## src/boc_pkg.sv

```systemverilog
`timescale 1ns / 1ps
`default_nettype none

package boc_pkg;

    // Internal widths of the count and time registers.
    localparam int COUNT_BITS = 16;
    localparam int TIME_BITS  = 32;

    // Field widths of the words on the ports.
    localparam int DIST_W     = 10;
    localparam int LEVEL_W    = 16;
    localparam int NOW_W      = 32;
    localparam int THR_W      = 9;
    localparam int TMO_W      = 16;
    localparam int OCC_W      = 16;
    localparam int PHASE_W    = 3;
    localparam int CFG_IDX_W  = 2;
    localparam int CFG_DATA_W = 16;
    localparam int IN_DATA_W  = 72;
    localparam int OUT_DATA_W = 24;

    // Configuration register indexes.
    localparam logic [CFG_IDX_W-1:0] CFG_DIST_THR = 2'd0;
    localparam logic [CFG_IDX_W-1:0] CFG_PRES_THR = 2'd1;
    localparam logic [CFG_IDX_W-1:0] CFG_TIMEOUT  = 2'd2;

    // Configuration reset values.
    localparam logic [THR_W-1:0]          DIST_THR_RST = 9'd50;
    localparam logic signed [LEVEL_W-1:0] PRES_THR_RST = 16'sd0;
    localparam logic [TMO_W-1:0]          TIMEOUT_RST  = 16'd2000;

    // Distance code for a sensor that saw no echo.
    localparam logic signed [DIST_W-1:0] NO_ECHO = -10'sd1;

    localparam logic [COUNT_BITS-1:0] COUNT_MAX = {COUNT_BITS{1'b1}};

    typedef enum logic [4:0] {
        PH_IDLE       = 5'b00001,
        PH_ENTER_DET  = 5'b00010,
        PH_LEAVE_DET  = 5'b00100,
        PH_ENTER_DONE = 5'b01000,
        PH_LEAVE_DONE = 5'b10000
    } t_phase;

    // Phase codes as they appear in the result word.
    localparam logic [PHASE_W-1:0] CODE_IDLE       = 3'd0;
    localparam logic [PHASE_W-1:0] CODE_ENTER_DET  = 3'd1;
    localparam logic [PHASE_W-1:0] CODE_LEAVE_DET  = 3'd2;
    localparam logic [PHASE_W-1:0] CODE_ENTER_DONE = 3'd3;
    localparam logic [PHASE_W-1:0] CODE_LEAVE_DONE = 3'd4;

    typedef struct packed {
        logic [THR_W-1:0]          dist_thr;
        logic signed [LEVEL_W-1:0] pres_thr;
        logic [TMO_W-1:0]          timeout;
    } t_cfg;

    typedef struct packed {
        t_phase                  phase;
        logic [COUNT_BITS-1:0]   count;
        logic [TIME_BITS-1:0]    mark;
        logic                    presence;
    } t_state;

    typedef struct packed {
        logic [NOW_W-1:0]          now_ms;
        logic signed [LEVEL_W-1:0] ir_level;
        logic signed [DIST_W-1:0]  leave_dist;
        logic signed [DIST_W-1:0]  enter_dist;
    } t_sample;

    typedef struct packed {
        logic                underflow_error;
        logic                exited;
        logic                entered;
        logic [PHASE_W-1:0]  phase;
        logic [OCC_W-1:0]    occupancy;
    } t_result;

    function automatic logic [PHASE_W-1:0] phase_code(input t_phase ph);
        logic [PHASE_W-1:0] code;
        case (ph)
            PH_ENTER_DET:  code = CODE_ENTER_DET;
            PH_LEAVE_DET:  code = CODE_LEAVE_DET;
            PH_ENTER_DONE: code = CODE_ENTER_DONE;
            PH_LEAVE_DONE: code = CODE_LEAVE_DONE;
            default:       code = CODE_IDLE;
        endcase
        return code;
    endfunction

    // Near: a real echo below the threshold, compared as signed values.
    function automatic logic is_near(input logic signed [DIST_W-1:0] d,
                                     input logic [THR_W-1:0] thr);
        logic signed [DIST_W:0] d_ext;
        logic signed [DIST_W:0] t_ext;
        d_ext = signed'({d[DIST_W-1], d});
        t_ext = signed'({{(DIST_W + 1 - THR_W){1'b0}}, thr});
        return (d != NO_ECHO) && (d_ext < t_ext);
    endfunction

    // Clear: no echo, or an echo beyond the threshold.
    function automatic logic is_clear(input logic signed [DIST_W-1:0] d,
                                      input logic [THR_W-1:0] thr);
        logic signed [DIST_W:0] d_ext;
        logic signed [DIST_W:0] t_ext;
        d_ext = signed'({d[DIST_W-1], d});
        t_ext = signed'({{(DIST_W + 1 - THR_W){1'b0}}, thr});
        return (d == NO_ECHO) || (d_ext > t_ext);
    endfunction

endpackage

`default_nettype wire

```

## src/bidirectional_occupancy_counter_unit.sv

```systemverilog
`timescale 1ns / 1ps
`default_nettype none

// Bidirectional occupancy counter.
//
// Sensor samples arrive as words on the s_axis channel: entry and exit
// distances, the heat-camera frame level and a millisecond timestamp. Each
// accepted word yields exactly one result word on the m_axis channel with the
// people count, the detection phase and the entered, exited and underflow
// flags for that sample.
// The three thresholds are written through the cfg channel, which is always
// ready; writes are only expected while no sample is in flight.
// A sample is registered in the input register on acceptance, runs through
// the phase logic and lands in the result register. One word per cycle is
// accepted while the receiver keeps taking results; the phase, count,
// mark-time and presence registers are updated as each sample leaves the
// input register.
// When the receiver stalls, the result register holds its word and the input
// register holds one more sample; s_axis_tready falls only when both are
// full. Reset empties both stages, clears the count and phase to idle and
// loads the threshold registers with their default values.

module bidirectional_occupancy_counter_unit (
    input  wire logic                               i_clk,
    input  wire logic                               i_rst_n,
    // Sample channel.
    input  wire logic                               s_axis_tvalid,
    output      logic                               s_axis_tready,
    // tdata, from bit 0: enter_dist[9:0], leave_dist[9:0], ir_level[15:0],
    // now_ms[31:0], four zero pad bits.
    input  wire logic [boc_pkg::IN_DATA_W-1:0]      s_axis_tdata,
    // Result channel.
    output      logic                               m_axis_tvalid,
    input  wire logic                               m_axis_tready,
    // tdata, from bit 0: occupancy[15:0], phase[2:0], entered, exited,
    // underflow_error, two zero pad bits.
    output      logic [boc_pkg::OUT_DATA_W-1:0]     m_axis_tdata,
    // Configuration write channel.
    input  wire logic                               i_cfg_valid,
    output      logic                               o_cfg_ready,
    input  wire logic [boc_pkg::CFG_IDX_W-1:0]      i_cfg_index,
    input  wire logic [boc_pkg::CFG_DATA_W-1:0]     i_cfg_data
);
    import boc_pkg::*;

    // Configuration registers.
    t_cfg    r_cfg;

    // Input stage.
    t_sample r_in;
    logic    r_in_valid;

    // Block state carried from sample to sample.
    t_state  r_state;
    t_state  n_state;

    // Result stage.
    t_result r_out;
    t_result n_out;
    logic    r_out_valid;

    logic    w_advance;
    logic    w_in_take;

    // The input stage moves on whenever the result register is empty or
    // being emptied in this cycle.
    assign w_advance     = r_in_valid && (!r_out_valid || m_axis_tready);
    assign s_axis_tready = !r_in_valid || w_advance;
    assign w_in_take     = s_axis_tvalid && s_axis_tready;
    assign o_cfg_ready   = 1'b1;

    always_ff @(posedge i_clk) begin
        if (!i_rst_n) begin
            r_cfg.dist_thr <= DIST_THR_RST;
            r_cfg.pres_thr <= PRES_THR_RST;
            r_cfg.timeout  <= TIMEOUT_RST;
        end else if (i_cfg_valid) begin
            case (i_cfg_index)
                CFG_DIST_THR: r_cfg.dist_thr <= i_cfg_data[THR_W-1:0];
                CFG_PRES_THR: r_cfg.pres_thr <= signed'(i_cfg_data[LEVEL_W-1:0]);
                CFG_TIMEOUT:  r_cfg.timeout  <= i_cfg_data[TMO_W-1:0];
                default: begin
                    // Writes to unused indexes are dropped.
                end
            endcase
        end
    end

    always_ff @(posedge i_clk) begin
        if (!i_rst_n) begin
            r_in_valid <= 1'b0;
        end else if (s_axis_tready) begin
            r_in_valid <= s_axis_tvalid;
        end
    end

    always_ff @(posedge i_clk) begin
        if (w_in_take) begin
            r_in <= t_sample'(s_axis_tdata[$bits(t_sample)-1:0]);
        end
    end

    boc_step u_step (
        .i_cfg    (r_cfg),
        .i_state  (r_state),
        .i_sample (r_in),
        .o_state  (n_state),
        .o_result (n_out)
    );

    always_ff @(posedge i_clk) begin
        if (!i_rst_n) begin
            r_state.phase    <= PH_IDLE;
            r_state.count    <= '0;
            r_state.mark     <= '0;
            r_state.presence <= 1'b0;
        end else if (w_advance) begin
            r_state <= n_state;
        end
    end

    always_ff @(posedge i_clk) begin
        if (!i_rst_n) begin
            r_out_valid <= 1'b0;
        end else if (w_advance) begin
            r_out_valid <= 1'b1;
        end else if (m_axis_tready) begin
            r_out_valid <= 1'b0;
        end
    end

    always_ff @(posedge i_clk) begin
        if (w_advance) begin
            r_out <= n_out;
        end
    end

    assign m_axis_tvalid = r_out_valid;
    assign m_axis_tdata  = {{(OUT_DATA_W - $bits(t_result)){1'b0}}, r_out};

    // At most one of the three event flags is raised by any sample.
    a_one_event: assert property (@(posedge i_clk) disable iff (!i_rst_n)
        r_out_valid |-> $countones({r_out.entered, r_out.exited,
                                    r_out.underflow_error}) <= 1)
        else $error("more than one event flag in a result word");

    // A released passage always leaves the machine idle.
    a_event_idle: assert property (@(posedge i_clk) disable iff (!i_rst_n)
        (r_out_valid && (r_out.entered || r_out.exited || r_out.underflow_error))
            |-> r_out.phase == CODE_IDLE)
        else $error("event flagged without a return to idle");

    // The count only moves when a sample is processed.
    a_count_hold: assert property (@(posedge i_clk) disable iff (!i_rst_n)
        !w_advance |=> $stable(r_state.count))
        else $error("count changed without a sample");

    // An exit takes exactly one person off the count.
    a_exit_dec: assert property (@(posedge i_clk) disable iff (!i_rst_n)
        (w_advance && n_out.exited) |=> r_state.count == $past(r_state.count) - 1'b1)
        else $error("exit did not decrement the count");

    // An underflow is reported only with an empty room.
    a_uerr_zero: assert property (@(posedge i_clk) disable iff (!i_rst_n)
        (r_out_valid && r_out.underflow_error) |-> r_out.occupancy == '0)
        else $error("underflow reported with a non-zero count");

endmodule

`default_nettype wire

```

## src/boc_step.sv

```systemverilog
`timescale 1ns / 1ps
`default_nettype none

module boc_step (
    input  wire boc_pkg::t_cfg    i_cfg,
    input  wire boc_pkg::t_state  i_state,
    input  wire boc_pkg::t_sample i_sample,
    output boc_pkg::t_state       o_state,
    output boc_pkg::t_result      o_result
);
    import boc_pkg::*;

    logic [TIME_BITS-1:0] w_elapsed;
    logic                 w_presence;
    logic                 w_timed_out;
    logic [31:0]          w_count_wide;
    t_state               w_next;
    logic                 w_entered;
    logic                 w_exited;
    logic                 w_uerr;

    assign w_elapsed   = i_sample.now_ms[TIME_BITS-1:0] - i_state.mark;
    assign w_timed_out = w_elapsed > TIME_BITS'(i_cfg.timeout);
    assign w_presence  = i_state.presence || (i_sample.ir_level > i_cfg.pres_thr);

    always_comb begin
        w_next    = i_state;
        w_entered = 1'b0;
        w_exited  = 1'b0;
        w_uerr    = 1'b0;
        case (i_state.phase)
            PH_ENTER_DET, PH_LEAVE_DET: begin
                // Presence is latched from this sample before the timeout test.
                w_next.presence = w_presence;
                if (w_timed_out) begin
                    w_next.phase = PH_IDLE;
                end else if (w_presence) begin
                    if (i_state.phase == PH_ENTER_DET &&
                        is_near(i_sample.leave_dist, i_cfg.dist_thr)) begin
                        w_next.phase = PH_ENTER_DONE;
                    end else if (i_state.phase == PH_LEAVE_DET &&
                                 is_near(i_sample.enter_dist, i_cfg.dist_thr)) begin
                        w_next.phase = PH_LEAVE_DONE;
                    end
                end
            end
            PH_ENTER_DONE: begin
                if (is_clear(i_sample.leave_dist, i_cfg.dist_thr)) begin
                    if (i_state.count != COUNT_MAX) begin
                        w_next.count = i_state.count + 1'b1;
                    end
                    w_entered    = 1'b1;
                    w_next.phase = PH_IDLE;
                end
            end
            PH_LEAVE_DONE: begin
                if (i_state.count != '0) begin
                    if (is_clear(i_sample.enter_dist, i_cfg.dist_thr)) begin
                        w_next.count = i_state.count - 1'b1;
                        w_exited     = 1'b1;
                        w_next.phase = PH_IDLE;
                    end
                end else begin
                    w_uerr       = 1'b1;
                    w_next.phase = PH_IDLE;
                end
            end
            default: begin
                // Idle: the entry side wins when both sides read near.
                w_next.phase    = PH_IDLE;
                w_next.presence = 1'b0;
                if (is_near(i_sample.enter_dist, i_cfg.dist_thr)) begin
                    w_next.phase = PH_ENTER_DET;
                    w_next.mark  = i_sample.now_ms[TIME_BITS-1:0];
                end else if (is_near(i_sample.leave_dist, i_cfg.dist_thr)) begin
                    w_next.phase = PH_LEAVE_DET;
                    w_next.mark  = i_sample.now_ms[TIME_BITS-1:0];
                end
            end
        endcase
    end

    assign w_count_wide = 32'(w_next.count);

    assign o_state                  = w_next;
    assign o_result.occupancy       = w_count_wide[OCC_W-1:0];
    assign o_result.phase           = phase_code(w_next.phase);
    assign o_result.entered         = w_entered;
    assign o_result.exited          = w_exited;
    assign o_result.underflow_error = w_uerr;

endmodule

`default_nettype wire

```

## config.mk

```make
export PLATFORM = sky130hd
export DESIGN_NAME = bidirectional_occupancy_counter_unit
export DESIGN_NICKNAME = d
export VERILOG_FILES = /design/src/boc_pkg.sv /design/src/bidirectional_occupancy_counter_unit.sv /design/src/boc_step.sv
export SDC_FILE = /design/constraint.sdc
export NUM_CORES = 1
export LEC_CHECK = 0
export BUFFER_PORTS_ARGS = -buffer_cell sky130_fd_sc_hd__buf_4
export CAP_MARGIN = 20
export CORE_MARGIN = 3
export CORE_UTILIZATION = 40
export DETAILED_ROUTE_END_ITERATION = 8
export GPL_ROUTABILITY_DRIVEN = 1
export PLACE_DENSITY = 0.55
export SLEW_MARGIN = 20
export SYNTH_ARGS = -nofsm -noshare
export SYNTH_HDL_FRONTEND = slang
export SYNTH_SLANG_ARGS = --single-unit
```

## constraint.sdc

```tcl
create_clock -name i_clk -period 4.8 [get_ports i_clk]
set_clock_uncertainty 0.05 [all_clocks]
set_input_delay 0.72 -clock i_clk [delete_from_list [all_inputs] [get_ports i_clk]]
set_output_delay 0.72 -clock i_clk [all_outputs]
set_load 0.01 [all_outputs]
```

## Word level (Yosys, flattened, before mapping)

Cells that the tools add are included.

| word-level totals | value |
|---|---|
| bits in registers | 187 |
| output and inout port bits | 27 |
| bits of input ports | 95 |

| operators by class | value |
|---|---|
| reductions and logical operators | 26 |
| $lt $le $gt $ge | 6 |
| equal/unequal tests | 15 |
| bitwise logic cells | 2 |
| multiplexer cells | 22 |
| add/sub/neg operators | 3 |

Operator list:

| cell | number |
|---|---|
| 32-bit 2-to-1 mux | 2 |
| 21-bit 2-to-1 mux | 2 |
| 32-bit by 16-bit > comparator with 1-bit output | 1 |
| 16-bit 2-to-1 mux | 2 |
| 16-bit case mux with 2 select lines | 1 |
| 32-bit subtractor | 1 |
| 5-bit 2-to-1 mux | 5 |
| 10-bit by 1-bit equality test with 1-bit output, second input constant | 2 |
| 10-bit > comparator | 2 |
| 10-bit less-than comparator | 2 |
| 10-bit by 1-bit inequality test with 1-bit output, second input constant | 2 |
| 16-bit by 1-bit adder with 16-bit output, second input constant | 1 |
| 16-bit > comparator | 1 |
| 16-bit inequality test, second input constant | 1 |
| 16-bit nonzero test | 1 |
| 16-bit by 1-bit subtractor with 16-bit output, second input constant | 1 |
| 5-bit case mux with 3 select lines | 1 |
| 3-bit case mux with 4 select lines | 1 |
| 5-bit by 2-bit equality test with 1-bit output, second input constant | 2 |
| 5-bit by 3-bit equality test with 1-bit output, second input constant | 2 |
| 5-bit by 4-bit equality test with 1-bit output, second input constant | 2 |
| 5-bit equality test, second input constant | 2 |
| 2-bit AND reduction | 5 |
| 1-bit logical AND | 6 |
| 13 further kinds | 26 |

## Longest topological paths before layout

| logic depth | value |
|---|---|
| depth in word-level cells | 10 |
| gate-level depth with buffers | 20 |
| depth with buffers taken out | 20 |

## Cells and area by module

From an unflattened synthesis, not the netlist that was laid out.

| second synthesis, totals | value |
|---|---|
| cells, all modules | 1215 |
| area, all modules | 11323.4 µm² |

Modules (own cells, without submodules):

| module | cells an instance | area each (µm²) | instances |
|---|---|---|---|
| bidirectional_occupancy_counter_unit | 495 | 6446.2 | 1 |
| boc_step | 720 | 4877.2 | 1 |

## Worst setup path after synthesis

OpenSTA, ideal clock, no wires.

| path | value |
|---|---|
| path kind | reg2reg |
| from | register r_in[37] in the netlist's numbering |
| to | register r_state[53] in the netlist's numbering |
| clock period less this slack | 3895 ps |
| arrival | 3758 ps |
| cell stages (with the launch flop) | 20 |
| buffers on the path | 0 |
| required time | 4664 ps |
| setup slack | 905 ps |
| path through | edfxtp_1 > ha_1 > nor2b_1 > o2111ai_1 > a21boi_2 > o21ai_0 > a21oi_1 > o21a_1 > nor2_1 > xnor2_1 > ha_1 > a21o_1 > a21o_1 > a21oi_1 > a21oi_1 > nor4_1 > o221ai_1 > nor4_4 > nand3_2 > a221oi_2 |

| between the ends | value |
|---|---|
| word-level cells in the longest chain between the ends | 4 |

RTL lines:

| what | RTL line | text |
|---|---|---|
| start, declared | bidirectional_occupancy_counter_unit.sv:50 | `t_sample r_in;` |
| start signal, assigned | bidirectional_occupancy_counter_unit.sv:99 | `r_in <= t_sample'(s_axis_tdata[$bits(t_sample)-1:0]);` |
| 32-bit subtractor | boc_step.sv:22 | `assign w_elapsed = i_sample.now_ms[TIME_BITS-1:0] - i_state.mark;` |
| 32-bit by 16-bit > comparator with 1-bit output | boc_step.sv:23 | `assign w_timed_out = w_elapsed > TIME_BITS'(i_cfg.timeout);` |
| 5-bit 2-to-1 mux | boc_step.sv:35 | `if (w_timed_out) begin` |
| 5-bit case mux with 3 select lines | boc_step.sv:31 | `case (i_state.phase)` |
| end signal, assigned | bidirectional_occupancy_counter_unit.sv:118 | `r_state <= n_state;` |
| end, declared | bidirectional_occupancy_counter_unit.sv:54 | `t_state r_state;` |

No other way between the ends.
A chain may end at the register's enable or synchronous reset.

==> impl_metrics.ini <==
[synth]
synth_area_sq_mm = 0.0108
synth_flop_cell = dfxtp_1
syn-instance-count = 1196
ys_seq_elements = 187
avgSynthCellArea_sq_um = 9.00
ys_seq_area_share_pct = 43.1
synth.distinct_cells = 91
yosysWarnings = 0
synth_edf_count = 90
async_reset_ff_share_pct = 0

[global_routing]
grt_pass1_wl_microns = 41800
globalRouteTotalUtil_pct = 17.8
antenna_found_initial = 0
grt_pass1_vias = 8297
grt.overflow.total = 0
grt_max_degree = 69

[floorplanning]
die_w_microns = 170
core_area_sq_mm = 0.0263
dieArea_sq_mm = 0.0289
fp-row-count = 59
die_y_microns = 170
io-pin-count = 122
initial_utilization_pct = 41.0

[clock_network]
cts_resized = 0
max-clock-path-buffers = 2
clkSlewWorstSetupHoldPaths_ps = 80
cts_setup_buffers = 0
cts_buffers = 17
clock_sinks = 187
cts_tree = yes
insertion_delay_ps = 440
cts_htree_levels = 4
root_buffer = clkbuf_16
holdBufCountCts = 0

[finish]
nets = 1463
drive_gt1_share_pct = 14.8
antenna_cells = 0
area_delta_synth_final_pct = 16.0
fin_area_sq_mm = 0.0125
utilization_pct = 47.5

[timing]
holdWs_ps = 400
rsz0062_at_grt = no
timing.fmax_ghz = 0.226
finalSetupViolCount = 0
layout_min_cycle_time_ps = 4420
fin_crit_sh_pct = 92.0
slew_violations = 0
hold_viol_final = 0
slew_headroom_pct = 30.2
tns_ps = 0
worst_slew_pin_slew_ps = 1050

[outcome]
status = complete, no violations

[worst_setup_path]
reg2reg_depth = 19
worstPathRequired_ps = 5030
setup.worst_path.start = r_in[37]
endpoint_kind = register
reg2reg_to = m_axis_tdata[16]
arrival_ps = 4640
r2r-start = r_in[37]
crit_type = reg -> reg
critPathLaunchType = register
r2r_slack_ps = 380
crit_fanout = 7

[routing]
drc = 0
highest_layer = met4
wire_per_inst_microns = 15.5
route.vias.total = 8732
totalWireLength_microns = 25300
final_antenna_net_count = 0
dr.pass1.iters = 5
wl_met2_microns = 11900
dr.first_iter.drc_count = 490
wl_met3_microns = 1030
viasPerCell = 5.35
wl_met1_microns = 12000

[power_and_ir_drop]
p_total_w = 0.00396
power.density_mw_per_mm2 = 317
total_leakage_power_nw = 4.86
ir_drop_mv = 0.209

[worst_hold_path]
hold_depth = 1
hold_start = s_axis_tdata[36]
holdPathEnd = r_in[36]
min_path_type = in -> reg

[flow_run]
cap_violations = 0

[placed_design]
place.gp.congestion = 0.855
portBuffers = 114
placed_area_sq_mm = 0.0119
hpwlAfterDp_microns = 18800
==> cells in the mapped netlist, types with 22 or more instances <==
master,instances,area (sq um)
dfxtp_1,97,1940
nand2_1,127,477
o21ai_0,35,175
nand3_1,26,130
clkbuf_1,34,128
nor2_1,129,484
ha_1,83,1040
a21oi_1,134,671
edfxtp_1,90,2700
nand4_1,26,163
xnor2_1,22,193
nor3_1,27,135
inv_1,92,345
==> through the flow <==
stage,cells,worst slack [ps]
6_report,1632,382
2_1_floorplan,1197,905
4_1_cts,1632,364
3_3_place_gp,1600,480
5_1_grt,1632,48.3
3_5_place_dp,1600,415
==> report_power, final <==
group / switching (W) / leakage (nW) / internal [W] / total, W
Clock: 0.000711 / 0.304 / 0.000759 / 0.00147
Combinational: 0.000413 / 2.89 / 0.000293 / 0.000706
Sequential: 0.0000357 / 1.67 / 0.00175 / 0.00179
Total: 0.00116 / 4.86 / 0.00280 / 0.00396
==> cells by family after synthesis <==
| kind of cell | share of synthesized area [%] |
|---|---|
| AOI/OAI and AO/OA | 19.1 |
| DFF | 43.1 |
| and+or+nand+nor | 18.8 |
| adders and majority gates | 9.83 |
| other | 0.0697 |
| xor gates and xnor gates | 2.52 |
| muxes | 1.05 |
| buffers and inverters | 5.47 |
==> layout make-up <==
class	count	area (sq um)
multi-input combinational	863	5550
tap	335	419
sequential	187	4640
clock buffer	17	425
inverter	96	363
clock inverter	15	195
fill	2560	13800
timing repair buffer	119	893
==> sequential cells by signal, indices dropped and copies added (netlist names) <==
name           cells
r_state           54
r_in              68
r_cfg             41
m_axis_tdata      22
r_in_valid         1
m_axis_tvalid      1
==> worst max-delay path: stages, from the launching register on <==
cell       delay (ps)
edfxtp_1          420
ha_1              300
nor2b_1           140
o2111ai_1         360
a21boi_2          140
o21ai_0           230
a21oi_1           120
o21a_1            170
nor2_1            100
xnor2_1           140
ha_1              270
a21o_1            160
a21o_1            160
a21oi_1           140
a21oi_1            80
nor4_1            280
o221ai_1          210
nor4_4            280
nand3_2           230
a31oi_1           260
==> layout by cell type, fill, tap and decap left out, types with 9 or more instances in the layout <==
cell / netlist / layout
a21oi_1: 134 / 134
o21a_1: 15 / 15
ha_1: 83 / 83
nand4_1: 26 / 26
buf_4: 4 / 119
dfxtp_1: 97 / 97
a31oi_1: 13 / 13
edfxtp_1: 90 / 90
a21o_1: 20 / 20
nand3_1: 26 / 26
xnor2_1: 22 / 22
or3_1: 15 / 15
clkbuf_16: 0 / 17
nor3_1: 27 / 27
mux2i_1: 9 / 9
nor2_1: 129 / 129
o21ai_0: 35 / 35
o211ai_1: 16 / 16
nand2_1: 127 / 127
inv_1: 92 / 92
xor2_1: 9 / 9
nand3b_1: 9 / 9
nor4_1: 10 / 10
==> layer usage <==
layer	GRT usage, %	vias to the layer above
met2	30.1	185
met3	3.48	23
met1	23.5	4047
met4	4.20	0
li1	-	4477
met5	0	-
==> worst max path at each step <==
stage	endpoint	depth (start not counted)
global route	m_axis_tdata[17]	19
detailed placement	m_axis_tdata[16]	19
finish	m_axis_tdata[16]	19
global placement	m_axis_tdata[17]	19
CTS	m_axis_tdata[16]	19
floorplan	r_state[53]	19
(Power assumes the default switching activity.)
